<file path="src/rtl/gtpmc_pkg.sv">
// Shared types and constants for the two-walker grid collector.
`default_nettype none
package gtpmc_pkg;

  // Upper limit of the side-length parameter; control fields are sized for it.
  localparam int unsigned SIDE_LIMIT = 128;
  localparam int unsigned DEF_MAX_SIDE = 64;
  localparam int unsigned CTL_W = 8;
  localparam int unsigned GSIZE_W = 7;
  localparam logic [GSIZE_W-1:0] GSIZE_RESET = 7'd64;

  // Decoded cell codes held in the per-row grid stores: {blocked, item}.
  localparam logic [1:0] CELL_EMPTY = 2'b00;
  localparam logic [1:0] CELL_ITEM = 2'b01;
  localparam logic [1:0] CELL_BLOCKED = 2'b10;

  // Raw input code that means one item.
  localparam logic [1:0] CODE_ITEM = 2'b01;

  // Broadcast from the sequencer to every cell of the chain.
  typedef struct packed {
    logic             diag_rd;
    logic             rd_en;
    logic             wr_en;
    logic             layer;
    logic             first;
    logic             row_ok;
    logic [CTL_W-1:0] t;
    logic [CTL_W-1:0] row;
    logic [CTL_W-1:0] lo;
    logic [CTL_W-1:0] hi;
    logic [CTL_W-1:0] lo_p;
    logic [CTL_W-1:0] hi_p;
    logic [1:0]       a_code;
    logic             cp_we;
    logic [CTL_W-1:0] cp_row;
    logic [CTL_W-1:0] cp_col;
    logic [1:0]       cp_code;
  } ctl_t;

endpackage
`default_nettype wire

</file>
<file path="src/rtl/gtpmc_cell.sv">
// One column cell of the chain: a grid row store and two score layers for one r2.
`default_nettype none
module gtpmc_cell #(
  parameter int unsigned MAX_SIDE = gtpmc_pkg::DEF_MAX_SIDE,
  parameter int unsigned IDX = 0
) (
  input  wire logic                                  clk,
  input  wire gtpmc_pkg::ctl_t                       ctl,
  input  wire logic                                  nb_cur_v,
  input  wire logic [$clog2(4*MAX_SIDE)-1:0]         nb_cur_s,
  input  wire logic                                  nb_prv_v,
  input  wire logic [$clog2(4*MAX_SIDE)-1:0]         nb_prv_s,
  output logic                                       cur_v,
  output logic [$clog2(4*MAX_SIDE)-1:0]              cur_s,
  output logic                                       prv_v,
  output logic [$clog2(4*MAX_SIDE)-1:0]              prv_s,
  output logic                                       new_v,
  output logic [$clog2(4*MAX_SIDE)-1:0]              new_s,
  output logic [1:0]                                 b_code
);
  import gtpmc_pkg::*;

  localparam int unsigned RW = (MAX_SIDE > 1) ? $clog2(MAX_SIDE) : 1;
  localparam int unsigned SC_W = $clog2(4*MAX_SIDE);
  localparam logic [CTL_W-1:0] IDX8 = CTL_W'(IDX);

  logic [1:0]      grid_mem [2**RW];
  logic [SC_W:0]   sc_mem [2**(RW+1)];
  logic [1:0]      b_r;
  logic [SC_W:0]   rd_r;
  logic            prv_v_r;
  logic [SC_W-1:0] prv_s_r;
  logic [CTL_W-1:0] col;
  logic            col_ok_p;
  logic            in_range;
  logic            best_v;
  logic [SC_W-1:0] best_s;
  logic            blk;
  logic [SC_W-1:0] gain;

  assign col = ctl.t - IDX8;

  always_ff @(posedge clk) begin
    if (ctl.cp_we && ctl.cp_row == IDX8) begin
      grid_mem[ctl.cp_col[RW-1:0]] <= ctl.cp_code;
    end
    if (ctl.diag_rd) begin
      b_r <= grid_mem[col[RW-1:0]];
    end
  end

  always_ff @(posedge clk) begin
    if (ctl.rd_en) begin
      rd_r <= sc_mem[{ctl.layer, ctl.row[RW-1:0]}];
    end
    if (ctl.wr_en && in_range) begin
      sc_mem[{~ctl.layer, ctl.row[RW-1:0]}] <= {new_v, new_s};
    end
  end

  // The previous row's score is kept fully masked; it is dropped at each diagonal start.
  always_ff @(posedge clk) begin
    if (ctl.diag_rd) begin
      prv_v_r <= 1'b0;
    end else if (ctl.wr_en) begin
      prv_v_r <= cur_v;
      prv_s_r <= cur_s;
    end
  end

  assign col_ok_p = (IDX8 >= ctl.lo_p) && (IDX8 <= ctl.hi_p);
  assign in_range = (IDX8 >= ctl.lo) && (IDX8 <= ctl.hi);
  assign cur_v = rd_r[SC_W] && col_ok_p && ctl.row_ok;
  assign cur_s = rd_r[SC_W-1:0];
  assign prv_v = prv_v_r;
  assign prv_s = prv_s_r;
  assign b_code = b_r;

  always_comb begin
    best_v = 1'b0;
    best_s = '0;
    if (cur_v) begin
      best_v = 1'b1;
      best_s = cur_s;
    end
    if (prv_v_r && (!best_v || prv_s_r > best_s)) begin
      best_v = 1'b1;
      best_s = prv_s_r;
    end
    if (nb_cur_v && (!best_v || nb_cur_s > best_s)) begin
      best_v = 1'b1;
      best_s = nb_cur_s;
    end
    if (nb_prv_v && (!best_v || nb_prv_s > best_s)) begin
      best_v = 1'b1;
      best_s = nb_prv_s;
    end
    if (ctl.first) begin
      best_v = 1'b1;
      best_s = '0;
    end
  end

  assign blk = ctl.a_code[1] | b_r[1];
  assign gain = SC_W'(ctl.a_code[0]) + ((ctl.row == IDX8) ? '0 : SC_W'(b_r[0]));
  assign new_v = best_v && !blk;
  assign new_s = best_s + gain;

endmodule
`default_nettype wire

</file>
<file path="config.mk">
export PLATFORM = sky130hd
export DESIGN_NAME = gtpmc_cell
export DESIGN_NICKNAME = d
export VERILOG_FILES = /design/src/rtl/gtpmc_pkg.sv /design/src/rtl/gtpmc_cell.sv
export SDC_FILE = /design/constraint.sdc
export NUM_CORES = 1
export LEC_CHECK = 0
export ABC_CLOCK_PERIOD_IN_PS = 14700
export BUFFER_PORTS_ARGS = -buffer_cell sky130_fd_sc_hd__buf_2
export CORE_UTILIZATION = 40
export DETAILED_ROUTE_END_ITERATION = 6
export GPL_TIMING_DRIVEN = 1
export PLACE_DENSITY_LB_ADDON = 0.15
export SLEW_MARGIN = 20
export SYNTH_ARGS = -nofsm -noshare
export SYNTH_HDL_FRONTEND = slang
export SYNTH_SLANG_ARGS = --single-unit
export TNS_END_PERCENT = 5
</file>
<file path="constraint.sdc">
create_clock -name clk -period 14.7 [get_ports clk]
set_clock_uncertainty 0.15 [all_clocks]
set_input_delay 2.205 -clock clk [delete_from_list [all_inputs] [get_ports clk]]
set_output_delay 2.205 -clock clk [all_outputs]
set_load 0.02 [all_outputs]
</file>
# == After elaboration in Yosys (flattened, before gate mapping) ==
# Memories as Yosys holds them, arrays and structs flattened. A register that Yosys moved wholly into a read port is not among the register bits.
# Cells that the tools add are included.
# classes
n_addsub,2
magnitude_cmp,7
muxes,15
bitwise,3
reduce_logical,20
# op_table
op,n
8-bit 2-to-1 mux,5
8-bit greater-than comparator,3
"1-bit by 8-bit >= comparator with 1-bit output, first input constant",2
"1-bit by 8-bit <= comparator with 1-bit output, first input constant",2
8-bit logical NOT,2
1-bit logical AND,10
1-bit 2-to-1 mux,10
8-bit by 2-bit adder with 8-bit output,1
1-bit logical NOT,4
1-bit logical OR,3
1-bit by 1-bit adder with 2-bit output,1
1-bit inverter,2
2-bit AND reduction,1
1-bit bitwise OR,1
# word_totals
regBits,9
ram_bits,1280
inputBits,94
output_inout_bits,29
n_memories,2
# memory_table
name,depth,word_bits,read_ports,rd_ports_with_merged_regs,write_ports,line,rtl
sc_mem,128,9,1,1,1,gtpmc_cell.sv:28,logic [SC_W:0] sc_mem [2**(RW+1)];
grid_mem,64,2,1,1,1,gtpmc_cell.sv:27,logic [1:0] grid_mem [2**RW];

# == Depth between registers and ports, before layout ==
# Gate-level depths: netlist of run 1.
# logic_depth
ltp_word,19
ltp_mapped,35
ltp_nobuf,31

# == Worst setup path before layout of run 1 ==
# OpenSTA, ideal clock, no wires.
# synth_timing
path_kind,input -> output
from,in ctl[29] (netlist bit)
to,out new_s[4]
arrival_time_ns,12.209
path_slack_ns,0.136
cell_stages,33
path_buffers,3
cell_sequence,nor4b_4 -> nand4_4 -> clkinv_1 -> clkbuf_1 -> nand2_1 -> ha_1 -> and4_1 -> nand4_1 -> o21ai_0 -> a21oi_1 -> buf_2 -> mux2_2 -> ha_1 -> nand4_1 -> o21ai_0 -> a21oi_1 -> or3_4 -> a221oi_1 -> o21bai_1 -> ha_1 -> nor2b_1 -> o21ai_0 -> a21oi_1 -> a311oi_4 -> buf_4 -> nor2_1 -> a21oi_1 -> nor2_1 -> fa_1 -> ha_1 -> nand2_1 -> nor2_1 -> xnor2_1
# synth_via
elab_chain_len,19
elab_cells_between_ends,25
# synth_lines
element,line,rtl
from (decl),gtpmc_cell.sv:8,"input wire gtpmc_pkg::ctl_t ctl,"
1-bit by 8-bit >= comparator with 1-bit output (*),gtpmc_cell.sv:71,assign col_ok_p = (IDX8 >= ctl.lo_p) && (IDX8 <= ctl.hi_p);
1-bit logical AND (*),gtpmc_cell.sv:71,
1-bit logical AND (*) (2 in series),gtpmc_cell.sv:73,assign cur_v = rd_r[SC_W] && col_ok_p && ctl.row_ok;
named net cur_v,gtpmc_cell.sv:13,"output logic cur_v,"
8-bit 2-to-1 mux / 1-bit 2-to-1 mux (equally long branches),gtpmc_cell.sv:82,if (cur_v) begin
8-bit greater-than comparator / 1-bit logical NOT (equally long branches),gtpmc_cell.sv:86,if (prv_v_r && (!best_v || prv_s_r > best_s)) begin
1-bit logical OR,gtpmc_cell.sv:86,
1-bit logical AND,gtpmc_cell.sv:86,
[... 3 more ...],n/a,
1-bit logical AND,gtpmc_cell.sv:90,if (nb_cur_v && (!best_v || nb_cur_s > best_s)) begin
8-bit 2-to-1 mux / 1-bit 2-to-1 mux (equally long branches),gtpmc_cell.sv:90,
8-bit greater-than comparator / 1-bit logical NOT (equally long branches),gtpmc_cell.sv:94,if (nb_prv_v && (!best_v || nb_prv_s > best_s)) begin
1-bit logical OR,gtpmc_cell.sv:94,
1-bit logical AND,gtpmc_cell.sv:94,
8-bit 2-to-1 mux (*),gtpmc_cell.sv:94,
8-bit 2-to-1 mux (*),gtpmc_cell.sv:98,if (ctl.first) begin
8-bit by 2-bit adder with 8-bit output (*),gtpmc_cell.sv:107,assign new_s = best_s + gain;
to (decl),gtpmc_cell.sv:18,"output logic [$clog2(4*MAX_SIDE)-1:0] new_s,"
# The timed path passes the listed nets; every way through them passes the cells marked *.

# == Worst setup path in the final report of run 1 ==
# layout_timing
from,in ctl[29] (netlist bit)
to,out new_s[5]
# layout_via
elab_chain_len,19
elab_cells_between_ends,25
# layout_lines
element,line
1-bit by 8-bit >= comparator with 1-bit output (*),gtpmc_cell.sv:71
1-bit logical AND (*),gtpmc_cell.sv:71
1-bit logical AND (*) (2 in series),gtpmc_cell.sv:73
8-bit 2-to-1 mux / 1-bit 2-to-1 mux (equally long branches),gtpmc_cell.sv:82
8-bit greater-than comparator / 1-bit logical NOT (equally long branches),gtpmc_cell.sv:86
1-bit logical OR,gtpmc_cell.sv:86
1-bit logical AND,gtpmc_cell.sv:86
8-bit 2-to-1 mux / 1-bit 2-to-1 mux (equally long branches),gtpmc_cell.sv:86
[... 2 more ...],n/a
1-bit logical AND,gtpmc_cell.sv:90
8-bit 2-to-1 mux / 1-bit 2-to-1 mux (equally long branches),gtpmc_cell.sv:90
8-bit greater-than comparator / 1-bit logical NOT (equally long branches),gtpmc_cell.sv:94
1-bit logical OR,gtpmc_cell.sv:94
1-bit logical AND,gtpmc_cell.sv:94
8-bit 2-to-1 mux (*),gtpmc_cell.sv:94
8-bit 2-to-1 mux (*),gtpmc_cell.sv:98
8-bit by 2-bit adder with 8-bit output (*),gtpmc_cell.sv:107
# Mark *: on every way between the ends. The rest lies on a longest branch, timed or not.

==> impl_metrics.py, run 1 <==
metrics = {
    "status": {
        "outcome": "complete, no violations",
    },
    "job": {
        "cap_viol_max_count": 0,
    },
    "synth": {
        "synth_largest_area_cell": "edfxtp_1",
        "ys_top_cells_by_area": "edfxtp_1 79%, a22oi_1 5.8%, mux4_2 2.2%",
        "synth_top_area_share_pct": 78.5,
        "ys_seq_elements": 1300,
        "ys_warn_count": 0,
        "avgSynthCellArea_sq_um": 17.6,
        "ys_types": 74,
        "syn-cell-area_sq_mm": 0.0497,
        "synth_fp_nets": 2946,
        "ys_seq_area_share_pct": 78.6,
        "ys.flop_type": "edfxtp_1",
        "async_flop_share_pct": 0,
        "synthCells": 2826,
        "synth_edf_count": 1299,
    },
    "floorplanning": {
        "die-area_sq_mm": 0.126,
        "die_h_um": 354,
        "fp.coreArea_sq_mm": 0.123,
        "die_w_um": 354,
        "io_pins": 123,
        "start_util_pct": 40.5,
        "num_rows": 128,
    },
    "global_route": {
        "grt_first_pass_wirelength_um": 210000,
        "busiest_layer": "met2",
        "grt.overflow.total": 0,
        "grt_pass1_vias": 27900,
        "use_met1_pct": 32.2,
        "gr-usage-met3_pct": 4.32,
        "antenna_found_initial": 4,
        "grt_util_met2_pct": 37.6,
        "grt_max_degree": 129,
        "grt_usage_pct": 23.4,
    },
    "timing": {
        "maxSlewViolCount": 0,
        "slew_headroom_pct": 18.9,
        "fmax_mhz": 77.9,
        "fin_setup_tns_ns": 0,
        "min_period_ns": 12.84,
        "rsz0062_at_grt": "no",
        "finalHoldViolCount": 0,
        "min_period_over_period_pct": 87.4,
        "worstMarginPinSlew_ns": 1.21,
        "setup_viol": 0,
    },
    "worst_setup_path": {
        "critPathCaptureType": "output pin",
        "crit_type": "in2out",
        "worstRegToRegCells": 32,
        "max_stage_delay_ns": 0.83,
        "worst_path_max_delay_cell": "xnor2_2",
        "worstPathArrival_ns": 10.49,
        "worstPathMaxFanout": 17,
        "r2r_start": "rd_r[8]",
        "r2r-end": "sc_mem[10][5]",
        "r2r_slack_ns": 4.70,
        "cp-start-kind": "input port",
        "required_ns": 12.35,
    },
    "drt": {
        "vias": 28200,
        "final_antenna_net_count": 0,
        "drc": 0,
        "drt_pre_antenna_iters": 6,
        "drt-initial-drc-count": 3192,
        "viasPerCell": 6.04,
        "routedWlPerCell_um": 31.7,
        "wl_um": 148000,
    },
    "cts": {
        "clock_sinks": 1300,
        "post_cts_buffers": 0,
        "post_cts_resized": 0,
        "cts_buffer_depth": 3,
        "clk_pin_slew_ns": 0.05,
        "cts_tree": "done",
        "clock_latency_ns": 0.75,
        "htree_levels": 4,
        "root_buffer": "clkbuf_16",
        "cts_buffers": 138,
        "postCtsHoldBufs": 0,
    },
    "min_path": {
        "hold_end": "prv_s[7]",
        "worstHoldPathCells": 0,
        "hold_path_class": "reg2reg",
        "hp-start": "rd_r[7]",
    },
    "power": {
        "swShare_pct": 22.3,
        "power_switching_w": 0.00178,
        "p_seq_share_pct": 52.5,
        "power_frac_comb_pct": 6.0,
        "intPower_w": 0.00618,
        "powerDensity_mw_per_mm2": 141,
        "vdd_drop_max_v": 0.0000903,
        "clkPwrFrac_pct": 41.5,
        "power_leakage_nw": 17.2,
    },
    "place": {
        "gp_congestion": 0.851,
        "port_buffers": 102,
        "dp_cells": 4428,
        "dpl.hpwl_um": 86300,
    },
    "final_layout": {
        "area_delta_synth_final_pct": 13.6,
        "drive_gt1_share_pct": 15.8,
        "num-nets-final": 3063,
        "fillers": 10400,
        "layout_common_cells": "1299 x edfxtp_1, 387 x a22oi_1, 207 x nor2_1",
        "final_cells": 4674,
        "final_common_cell": "edfxtp_1",
    },
}
[area by class of cell]
cell class              instances  area (sq um)  share of cell area (%)
well taps                    1625          2030                    3.60
multi-input cells            1309          9960                    17.6
inverters                      23          86.3                   0.153
diodes                          2          5.00                 0.00887
flip-flops and latches       1300         39000                    69.1
repair buffers                171          1100                    1.95
clock buffers                 174          3670                    6.51
clock inverters                70           564                    1.00
[layer usage]
metal,vias to the layer above,part of all wire (%)
met3,218,7.0
met4,4,3.0
li1,12000,-
met5,-,0.016
met2,1163,48
met1,14900,42
[worst max-delay path, delay by kind of cell]
family / cells / cell delay (ns)
multiplexers: 2 / 0.74
AND/OR/NAND/NOR: 12 / 2.32
buffers and inverters: 5 / 1.04
AO/OA/AOI/OAI: 8 / 1.90
XOR/XNOR: 1 / 0.83
adder cells (fa/ha/maj): 4 / 1.44
[kinds of logic (layout without fill, tap and decap cells)]
family                   count (synthesis)  count (layout)  share of synthesized area, %
flip-flops                            1300            1300                          78.6
AO/OA/AOI/OAI                          743             743                          11.4
AND/OR/NAND/NOR                        446             446                          4.34
buffers and inverters                  217             438                          1.85
multiplexers                            88              88                          3.03
adder cells (fa/ha/maj)                 26              26                         0.670
XOR/XNOR                                 6               6                         0.106
other                                    0               2                             0
[flip-flops by register name, indices dropped and copies added, names as in the netlist]
name and flops:
sc_mem 1152, grid_mem 128, rd_r 9, prv_s 8, b_code 2, prv_v 1
[stage by stage]
stage / utilization [%] / instance area (sq um) / hold WS, ns / worst slack, ns / power [W]
floorplan: - / 49700 / 0.292 / 0.136 / 0.00452
global route: 46.1 / 56400 / 0.366 / 1.23 / 0.00816
global placement: 42.5 / 52100 / 0.314 / 1.66 / 0.00472
CTS: 46.0 / 56400 / 0.334 / 1.44 / 0.00799
detailed placement: 42.6 / 52100 / 0.318 / 1.43 / 0.00473
finish: 46.1 / 56500 / 0.336 / 1.86 / 0.00795
[power groups by stage]
stage | sequential [W] | clock [W] | combinational, W
final | 0.00418 | 0.00330 | 0.000475
after CTS | 0.00418 | 0.00334 | 0.000475
after global placement | 0.00425 | 0 | 0.000462
after global routing | 0.00418 | 0.00349 | 0.000502
after detailed placement | 0.00426 | 0 | 0.000474
after floorplan | 0.00428 | 0 | 0.000239
[worst max-delay path by stage]
stage / from / endpoint / slack [ns] / cells past startpoint
floorplan: ctl[29] / new_s[4] / 0.14 / 33
global placement: ctl[29] / new_s[4] / 1.66 / 31
detailed placement: ctl[29] / new_s[4] / 1.43 / 31
CTS: ctl[29] / new_s[4] / 1.44 / 31
global route: ctl[29] / new_s[5] / 1.23 / 31
finish: ctl[29] / new_s[5] / 1.86 / 32
[synthesized netlist by cell type (5+ instances only)]
library cell  instances
a22o_1               69
clkbuf_1             88
nand3_1              22
o2111ai_1             6
nor3_1                9
mux4_2               48
buf_4                 9
edfxtp_1           1299
a221oi_1             79
nand4_1              46
a222oi_1              7
mux2_2               17
nor2b_1              15
nor4_1               15
buf_2                56
and3_1                5
a31oi_1              37
nand2_1              56
a41oi_1              44
nor2_1              234
a21oi_1              36
inv_1                22
o21ai_0              34
buf_1                41
ha_1                 25
nand3b_1              6
a22oi_1             387
mux2i_1              23
o211ai_1             13
xnor2_1               5
and2_1                6
No activity file was read; power rests on OpenSTA's default activity.
==> run 2, diff against run 1 <==
Settings changed: PLACE_DENSITY_LB_ADDON 0.15 to 0.2.
==> impl_metrics.py, run 2 (synthesis gave the netlist of run 1 again) <==
metrics = {
    "cts": {
        "clock_sinks": 1300,
        "postCtsHoldBufs": 0,
        "cts_buffers": 137,
        "post_cts_buffers": 0,
        "clk_pin_slew_ns": 0.06,
        "clock_latency_ns": 0.75,
        "root_buffer": "clkbuf_16",
        "cts_tree": "done",
        "post_cts_resized": 0,
        "cts_buffer_depth": 3,
        "htree_levels": 4,
    },
    "floorplanning": {
        "start_util_pct": 40.5,
        "fp.coreArea_sq_mm": 0.123,
        "num_rows": 128,
        "die-area_sq_mm": 0.126,
        "die_w_um": 354,
        "die_h_um": 354,
        "io_pins": 123,
    },
    "global_route": {
        "grt_first_pass_wirelength_um": 206000,
        "busiest_layer": "met2",
        "gr-usage-met3_pct": 4.06,
        "antenna_found_initial": 6,
        "use_met1_pct": 30.1,
        "grt.overflow.total": 0,
        "grt_util_met2_pct": 38.1,
        "grt_usage_pct": 22.9,
        "grt_max_degree": 105,
        "grt_pass1_vias": 28000,
    },
    "timing": {
        "maxSlewViolCount": 0,
        "fin_setup_tns_ns": 0,
        "fmax_mhz": 78.0,
        "worstMarginPinSlew_ns": 1.24,
        "rsz0062_at_grt": "no",
        "timing.final.ws_setup_ns": 1.88,
        "finalHoldViolCount": 0,
        "slew_headroom_pct": 17.3,
        "setup_viol": 0,
        "min_period_over_period_pct": 87.2,
        "timing.hold.ws_ns": 0.361,
        "min_period_ns": 12.82,
    },
    "place": {
        "port_buffers": 102,
        "dp_slack_ns": 1.98,
        "gp_congestion": 0.847,
        "dpl.hpwl_um": 83100,
        "place_area_sq_mm": 0.0521,
    },
    "worst_setup_path": {
        "max_stage_delay_ns": 0.78,
        "r2r_slack_ns": 4.77,
        "worst_path_max_delay_cell": "a21oi_1",
        "cp-start-kind": "input port",
        "path_common_cell": "a21oi_1",
        "critPathCaptureType": "output pin",
        "worstRegToRegCells": 31,
        "r2r-end": "sc_mem[52][7]",
        "worstPathMaxFanout": 15,
        "r2r_start": "rd_r[8]",
        "worstPathArrival_ns": 10.46,
        "crit_type": "in2out",
        "required_ns": 12.35,
    },
    "final_layout": {
        "final_area_sq_mm": 0.0564,
        "drive_gt1_share_pct": 15.5,
        "layout_common_cells": "1299 x edfxtp_1, 387 x a22oi_1, 216 x nor2_1",
        "num-nets-final": 3050,
        "largest_reg_flops": 1152,
        "final_common_cell": "edfxtp_1",
        "area_delta_synth_final_pct": 13.5,
    },
    "drt": {
        "final_antenna_net_count": 0,
        "routedWlPerCell_um": 31.2,
        "drc": 0,
        "drt-initial-drc-count": 3320,
        "vias": 28200,
        "drt_pre_antenna_iters": 7,
        "viasPerCell": 6.05,
        "wl_um": 146000,
    },
    "power": {
        "power_leakage_nw": 17.2,
        "p_total_w": 0.00794,
        "vdd_drop_max_v": 0.000103,
        "powerDensity_mw_per_mm2": 141,
    },
    "min_path": {
        "worstHoldPathCells": 0,
        "hp-start": "rd_r[7]",
        "hold_path_class": "reg2reg",
        "hold_end": "prv_s[7]",
    },
    "status": {
        "outcome": "complete, no violations",
    },
    "job": {
        "cap_viol_max_count": 0,
    },
}
[run 2: cell count changes in the layout (fill, tap and decap cells not counted), moves of 7 or more]
cell,before,now
buf_4,65,53
clkinv_2,20,29
nor2_1,207,216
nor2_2,23,14
nand2_1,56,49
nand2_2,0,7
[run 2: final cells by class]
| class | count | area [sq um] |
|---|---|---|
| multi-input cells | 1309 | 9930 |
| fillers | 10400 | 66200 |
| flip-flops and latches | 1300 | 39000 |
| repair buffers | 159 | 1010 |
| clock inverters | 75 | 613 |
| inverters | 23 | 86.3 |
| diodes | 2 | 5.00 |
| clock buffers | 168 | 3650 |
| well taps | 1625 | 2030 |
[run 2: worst max path at each step]
stage	startpoint	endpoint	slack (ns)	cells after the start
6_report	ctl[29]	new_s[5]	1.88	31
5_1_grt	ctl[29]	new_s[7]	1.27	31
4_1_cts	ctl[29]	new_s[5]	1.98	30
3_5_place_dp	ctl[29]	new_s[7]	1.98	30
3_3_place_gp	ctl[29]	new_s[7]	2.04	30
2_1_floorplan	ctl[29]	new_s[4]	0.14	33
[run 2: report_power, final]
group          leakage, nW  switching (W)  internal, W  total [W]
combinational         3.28       0.000356     0.000112   0.000468
clock                 2.10        0.00139      0.00190    0.00330
sequential            11.8     0.00000531      0.00417    0.00418
total                 17.2        0.00175      0.00619    0.00794
[run 2: worst max-delay path: cells and delay by family]
family | cells | cell delay (ns)
AO/OA/AOI/OAI | 8 | 2.11
buffers and inverters | 4 | 0.79
XOR/XNOR | 1 | 0.75
multiplexers | 2 | 0.75
adder cells (fa/ha/maj) | 4 | 1.44
AND/OR/NAND/NOR | 12 | 2.39
[run 2: through the flow]
step                      util [%]  cells
after floorplan                  -   2826
after global placement        42.5   4416
after detailed placement      42.5   4416
after CTS                     46.0   4659
after global routing          46.0   4659
final                         46.0   4661
[run 2: metal layers]
layer / up-vias / wire length (um)
li1: 12000 / -
met5: - / 27
met3: 211 / 10600
met2: 1188 / 71900
met1: 14800 / 58500
met4: 4 / 4560
